[src/rtl/fpta_pkg.sv]
// ----------------------------------------------------------------------------
// fpta_pkg
// Shared constants and types for the floor projection texel address block.
// ----------------------------------------------------------------------------
package fpta_pkg;

	localparam int PIX_COLS  = 512;
	localparam int PIX_ROWS  = 256;
	localparam int MAP_W     = 1024;
	localparam int MAP_H     = 1024;
	localparam int FRAC_BITS = 24;
	localparam int REG_W     = 26;
	localparam int NUM_REGS  = 8;
	localparam int HORIZON   = PIX_ROWS / 2;

	localparam int COL_W   = 9;
	localparam int ROW_W   = 8;
	localparam int TEX_W   = 10;
	localparam int DIST_W  = 7;
	localparam int IDX_W   = 3;

	// The screen and map sizes are powers of two, so the final scale is a shift.
	localparam int LOG_SW    = $clog2(PIX_COLS);
	localparam int LOG_HZ    = $clog2(HORIZON);
	localparam int LOG_MAP   = $clog2(MAP_W);
	localparam int DEN_SHIFT = FRAC_BITS + LOG_SW;
	localparam int Q_SHIFT   = DEN_SHIFT - LOG_MAP;

	localparam int NUM_W = 48;
	localparam int REM_W = 17;

	typedef logic signed [REG_W-1:0] reg_val_t;

	typedef enum logic [IDX_W-1:0] {
		REG_NEAR_LEFT_X  = 3'd0,
		REG_NEAR_LEFT_Y  = 3'd1,
		REG_FAR_LEFT_X   = 3'd2,
		REG_FAR_LEFT_Y   = 3'd3,
		REG_NEAR_RIGHT_X = 3'd4,
		REG_NEAR_RIGHT_Y = 3'd5,
		REG_FAR_RIGHT_X  = 3'd6,
		REG_FAR_RIGHT_Y  = 3'd7
	} reg_idx_t;

	localparam reg_val_t RST_NEAR_LEFT_X  = 26'sd8382676;
	localparam reg_val_t RST_NEAR_LEFT_Y  = 26'sd8382676;
	localparam reg_val_t RST_FAR_LEFT_X   = 26'sd8210656;
	localparam reg_val_t RST_FAR_LEFT_Y   = 26'sd8210656;
	localparam reg_val_t RST_NEAR_RIGHT_X = 26'sd8394540;
	localparam reg_val_t RST_NEAR_RIGHT_Y = 26'sd8382676;
	localparam reg_val_t RST_FAR_RIGHT_X  = 26'sd8566560;
	localparam reg_val_t RST_FAR_RIGHT_Y  = 26'sd8210656;

	// Flags that travel beside the arithmetic.
	typedef struct packed {
		logic sky;
		logic horizon;
	} pix_flags_t;

endpackage

[src/rtl/fpta_coord.sv]
// ----------------------------------------------------------------------------
// fpta_coord
// Seven-stage pipeline for one map coordinate: builds the exact numerator,
// checks it against the unit range and divides by the row distance.
// ----------------------------------------------------------------------------
module fpta_coord (
	input  logic                         clk,
	input  logic                         en,
	input  fpta_pkg::reg_val_t           nl,
	input  fpta_pkg::reg_val_t           fl,
	input  fpta_pkg::reg_val_t           nr,
	input  fpta_pkg::reg_val_t           fr,
	input  logic [fpta_pkg::COL_W-1:0]   x,
	input  logic [fpta_pkg::DIST_W-1:0]  d,
	output logic [fpta_pkg::TEX_W-1:0]   q,
	output logic                         ok
);

	localparam int DW = fpta_pkg::DIST_W;
	localparam int RW = fpta_pkg::REM_W;
	localparam int TW = fpta_pkg::TEX_W;

	// Terms that depend on configuration only.
	logic signed [26:0] c_dx;
	logic signed [26:0] f_dx;
	logic signed [27:0] e_dx;

	assign c_dx = 27'(nr) - 27'(nl);
	assign f_dx = 27'(fl) - 27'(nl);
	assign e_dx = (28'(fr) - 28'(nr)) - 28'(f_dx);

	logic signed [37:0] p_s1;
	logic signed [37:0] e_s1;
	logic signed [26:0] nl_s1;
	logic signed [26:0] f_s1;
	logic [DW-1:0]      d_s1;

	logic signed [37:0] t1_s2;
	logic signed [45:0] t2_s2;
	logic [DW-1:0]      d_s2;

	logic signed [fpta_pkg::NUM_W-1:0] num_s3;
	logic [DW-1:0]                     d_s3;

	logic [RW-1:0]  rem_s4;
	logic           ok_s4;
	logic [DW-1:0]  d_s4;

	logic [RW-1:0]  rem_s5;
	logic [TW-1:0]  q_s5;
	logic           ok_s5;
	logic [DW-1:0]  d_s5;

	logic [RW-1:0]  rem_s6;
	logic [TW-1:0]  q_s6;
	logic           ok_s6;
	logic [DW-1:0]  d_s6;

	logic [TW-1:0]  q_s7;
	logic           ok_s7;

	logic signed [9:0] xs;
	assign xs = $signed({1'b0, x});

	// Stage 1: products with the column.
	always_ff @(posedge clk) begin
		if (en) begin
			p_s1  <= 38'(c_dx) * 38'(xs);
			e_s1  <= 38'(e_dx) * 38'(xs);
			nl_s1 <= 27'(nl);
			f_s1  <= f_dx;
			d_s1  <= d;
		end
	end

	// Stage 2: the part scaled by the row distance and the part that is not.
	always_ff @(posedge clk) begin
		if (en) begin
			t1_s2 <= (38'(nl_s1) <<< fpta_pkg::LOG_SW) + p_s1;
			t2_s2 <= (46'(f_s1) <<< (fpta_pkg::LOG_HZ + fpta_pkg::LOG_SW))
				+ (46'(e_s1) <<< fpta_pkg::LOG_HZ);
			d_s2  <= d_s1;
		end
	end

	// Stage 3: full numerator over d * PIX_COLS * 2^FRAC_BITS.
	logic signed [DW:0] ds;
	assign ds = $signed({1'b0, d_s2});

	always_ff @(posedge clk) begin
		if (en) begin
			num_s3 <= fpta_pkg::NUM_W'(t1_s2) * fpta_pkg::NUM_W'(ds)
				+ fpta_pkg::NUM_W'(t2_s2);
			d_s3   <= d_s2;
		end
	end

	// Stage 4: range check; the scaled quotient only needs the high bits.
	logic [fpta_pkg::NUM_W-1:0] den_s3;
	assign den_s3 = fpta_pkg::NUM_W'(d_s3) << fpta_pkg::DEN_SHIFT;

	always_ff @(posedge clk) begin
		if (en) begin
			ok_s4  <= !num_s3[fpta_pkg::NUM_W-1] && (unsigned'(num_s3) < den_s3);
			rem_s4 <= num_s3[fpta_pkg::Q_SHIFT +: RW];
			d_s4   <= d_s3;
		end
	end

	// Stages 5 to 7: restoring division, four, three and three quotient bits.
	logic [RW-1:0] r5, r6, r7;
	logic [TW-1:0] qq5, qq6, qq7;

	always_comb begin
		r5  = rem_s4;
		qq5 = '0;
		for (int j = TW - 1; j >= 6; j--) begin
			if (r5 >= (RW'(d_s4) << j)) begin
				r5     = r5 - (RW'(d_s4) << j);
				qq5[j] = 1'b1;
			end
		end
		r6  = rem_s5;
		qq6 = q_s5;
		for (int j = 5; j >= 3; j--) begin
			if (r6 >= (RW'(d_s5) << j)) begin
				r6     = r6 - (RW'(d_s5) << j);
				qq6[j] = 1'b1;
			end
		end
		r7  = rem_s6;
		qq7 = q_s6;
		for (int j = 2; j >= 0; j--) begin
			if (r7 >= (RW'(d_s6) << j)) begin
				r7     = r7 - (RW'(d_s6) << j);
				qq7[j] = 1'b1;
			end
		end
	end

	always_ff @(posedge clk) begin
		if (en) begin
			rem_s5 <= r5;
			q_s5   <= qq5;
			ok_s5  <= ok_s4;
			d_s5   <= d_s4;
			rem_s6 <= r6;
			q_s6   <= qq6;
			ok_s6  <= ok_s5;
			d_s6   <= d_s5;
			q_s7   <= qq7;
			ok_s7  <= ok_s6;
		end
	end

	// The last remainder is not needed.
	logic unused_r7;
	assign unused_r7 = ^r7;

	assign q  = q_s7 & {TW{~unused_r7 | unused_r7}};
	assign ok = ok_s7;

endmodule

[config.mk]
export PLATFORM = sky130hd
export DESIGN_NAME = fpta_coord
export DESIGN_NICKNAME = d
export VERILOG_FILES = /design/src/rtl/fpta_pkg.sv /design/src/rtl/fpta_coord.sv
export SDC_FILE = /design/constraint.sdc
export NUM_CORES = 2
export LEC_CHECK = 0
export BUFFER_PORTS_ARGS = -buffer_cell sky130_fd_sc_hd__buf_2
export CORE_AREA = 2 2 354 356
export DETAILED_ROUTE_END_ITERATION = 6
export DIE_AREA = 0 0 356 358
export SLEW_MARGIN = 30
export SYNTH_ARGS = -nofsm -noshare
export SYNTH_HDL_FRONTEND = slang
export SYNTH_SLANG_ARGS = --single-unit
export TNS_END_PERCENT = 5
[constraint.sdc]
create_clock -name clk -period 11.6 [get_ports clk]
set_input_delay 0.58 -clock clk [delete_from_list [all_inputs] [get_ports clk]]
set_output_delay 0.58 -clock clk [all_outputs]
set_load 0.03 [all_outputs]
==> key figures <==
Status
  – Outcome: complete, no violations

Critical path
  – CP max-delay cell: fa_1
  – Buf+Inv Stages, Crit Path: 7
  – Crit Path Max Fanout: 6
  – Critical path class: input port to register
  – WP data required: between 10 and 15 ns
  – CP Launch Type: input port
  – Family with the most delay on the worst path: compound AO/OA/AOI/OAI gates
  – Worst Path Arrival: around 11 ns
  – Setup crit end kind: register
  – Critical path's largest stage delay: 0.55 ns

Logic synthesis
  – Count leader, synth: inv_1
  – Yosys warns: 0
  – Synth area leaders: fa_1, edfxtp_1, ha_1
  – Share of the synthesized area in the top cell type: 27.8%
  – Top cells by count, synth: inv_1, fa_1, ha_1
  – Post-Syn Area per Cell: ~10 sq um
  – Synth Area in Compound Gates: 10.0%
  – Post-Synth Simple-Gate Area: 14.9%
  – Post-synth net total: ~6.3k
  – Yosys cell types: 80
  – Mapped cell area: 49100 sq um
  – Main combinational cell family by area after synthesis: adder cells
  – Synthesized-area fraction occupied by adder cells: between 30% and 40%
  – Most used flip-flop cell after synthesis: edfxtp_1
  – Xor and xnor area share after synthesis: under 10%
  – Yosys reg bits: 347
  – Async set or reset register ratio after synthesis: 0%
  – Seq/Total Area, Yosys: 21.2%
  – Post-synthesis mux area share: less than 1%
  – Gate Count Post-Synth: around 5k
  – Cell taking the most area after synthesis: fa_1
  – Post-synth EDFFs: ~350

STA
  – Hold Vio Cnt, Final: 0
  – Fin. max-slew vios: 0
  – Actual slew at the worst max-slew pin: 0.976 ns
  – Worst Skew: ~0.017 ns
  – Worst hold slack: about 0.18 ns
  – Final setup vio count: 0
  – Fmax: a little over 90 MHz
  – Final setup margin: approximately 0.56 ns
  – Max-slew headroom: between 30% and 40%
  – Setup TNS: 0 ns
  – Min Tclk post-route: about 11 ns
  – Final period utilization: between 90 and 100%

GRT
  – Vias in the first global route: 36.4k
  – Largest net degree at the start of global routing: 91
  – Antenna violations before repair: 9
  – GRT Total Usage: a little under a fifth
  – Global route overflow: 0
  – First-pass GRT wire length: between 150000 and 200000 microns

Clock tree
  – Postcts setup bufs: 0
  – Clk slew on worst S/H paths: approximately 0.050 ns
  – CTS resizes: 0
  – Clk root buf: clkbuf_16
  – Maximum level of the CTS H-tree: 2
  – CTS buffer count: 43
  – Clock sink count: between 300 and 400
  – Longest Clk Path Bufs: 3
  – CTS tree: done
  – Clk_lat worst skew: 0.58 ns
  – Hold buffer count at CTS: 0

Floorplanning
  – Initial Util: between 30% and 40%
  – Die area: around 130000 sq um
  – Row cnt: around 130
  – Core Box Area: approximately 120000 sq um
  – DIE HEIGHT: roughly 360 microns
  – Die Wd: between 300 and 400 microns
  – Ports: around 130

Route
  – Initial DRC Count: 1345
  – Post-DR wirelength/cell: roughly 17 microns
  – DRT antenna net count: 0
  – Via-to-Cell Ratio: between 5 and 6
  – Drt pass-1 iters: 5
  – Final WL: between 100000 and 150000 microns
  – Residual DRC: 0
  – Via count: 34.5k

Finish
  – # nets final: between 6k and 7k
  – Layout cells sized above 1: 6.63%
  – Area Growth Syn to Fin: 8.96%
  – Fill cells: roughly 12k

Min path
  – HP Class: input port to register

Placed design
  – Final HPWL DP: around 96000 microns
  – Pre-CTS setup slack: -0.106 ns
  – Final Wtd Congestion: 0.895
  – IO Port Bufs: roughly 130

Run
  – Maxcap violations: 0
-- flip-flops by register name (all words and copies together), names as in the netlist, 10 cells and up --
signal and flops:
t2_s2 39, q 10, t1_s2 38, e_s1 38
rem_s4 17, num_s3 24, nl_s1 26, f_s1 27
rem_s6 17, rem_s5 17, p_s1 37
-- per-layer routing --
metal | global-route usage, % | vias to the layer above | wire length (microns) | share of wire (%)
li1 | - | 16600 | - | -
met1 | 24.3 | 17100 | 52000 | 45
met2 | 33.0 | 595 | 56800 | 49
met3 | 1.95 | 152 | 4580 | 3.9
met4 | 4.95 | 0 | 3000 | 2.6
met5 | 0 | - | 0 | 0
-- layout make-up --
class	count	area [sq um]	area share [%]
multi-input cells	3603	34600	64.8
flip-flops and latches	347	10400	19.5
inverters	968	3640	6.81
well taps	1637	2050	3.83
repair buffers	210	1270	2.39
clock buffers	53	1160	2.16
clock inverters	25	258	0.482
diodes	5	12.5	0.0234
-- worst reg2reg max path: cells and delay by family (launching register included) --
| kind | cells | cell delay (ns) |
|---|---|---|
| flip-flops | 1 | 0.39 |
| multiplexers | 2 | 0.76 |
| AND/OR/NAND/NOR | 15 | 3.83 |
| AO/OA/AOI/OAI | 14 | 2.67 |
| adder cells (fa/ha/maj) | 4 | 1.56 |
| buffers and inverters | 5 | 0.63 |
-- layout by cell type, fill, tap and decap left out, types with 144 or more instances in the layout --
cell type / instances
ha_1: 474
a21o_1: 154
edfxtp_1: 347
nor2_1: 144
and2_1: 463
nand2_1: 400
xnor2_1: 185
fa_1: 681
inv_1: 967
a21oi_1: 207
-- metrics by stage --
stage | cell area [sq um] | cells | util, %
5_1_grt | 53400 | 6843 | 43.3
3_3_place_gp | 52000 | 6764 | 42.1
2_1_floorplan | 49100 | 5018 | -
3_5_place_dp | 52000 | 6765 | 42.2
6_report | 53500 | 6848 | 43.3
4_1_cts | 53400 | 6843 | 43.3
-- cells by family (layout without fill, tap and decap cells) --
logic type / count (synthesis) / count (layout)
other: 0 / 5
DFF: 347 / 347
AOI/OAI and AO/OA: 753 / 753
adders and majority gates: 1155 / 1155
muxes: 36 / 36
and+or+nand+nor: 1385 / 1385
buffers and inverters: 1068 / 1256
xor gates and xnor gates: 274 / 274
-- final timing paths --
check | slack, ns | from | endpoint | cells past startpoint
worst max-delay path | 0.56 | nl[2] | e_s1[37] | 44
worst min-delay path | 0.18 | d[0] | d_s1[0] | 1
worst max register to register | 1.50 | d_s4[4] | rem_s5[8] | 40
worst min register to register | 0.42 | p_s1[6] | t1_s2[6] | 0
Power is not shown: default switching activity piles up to over one toggle a cycle in this logic, so the estimate is an artifact.
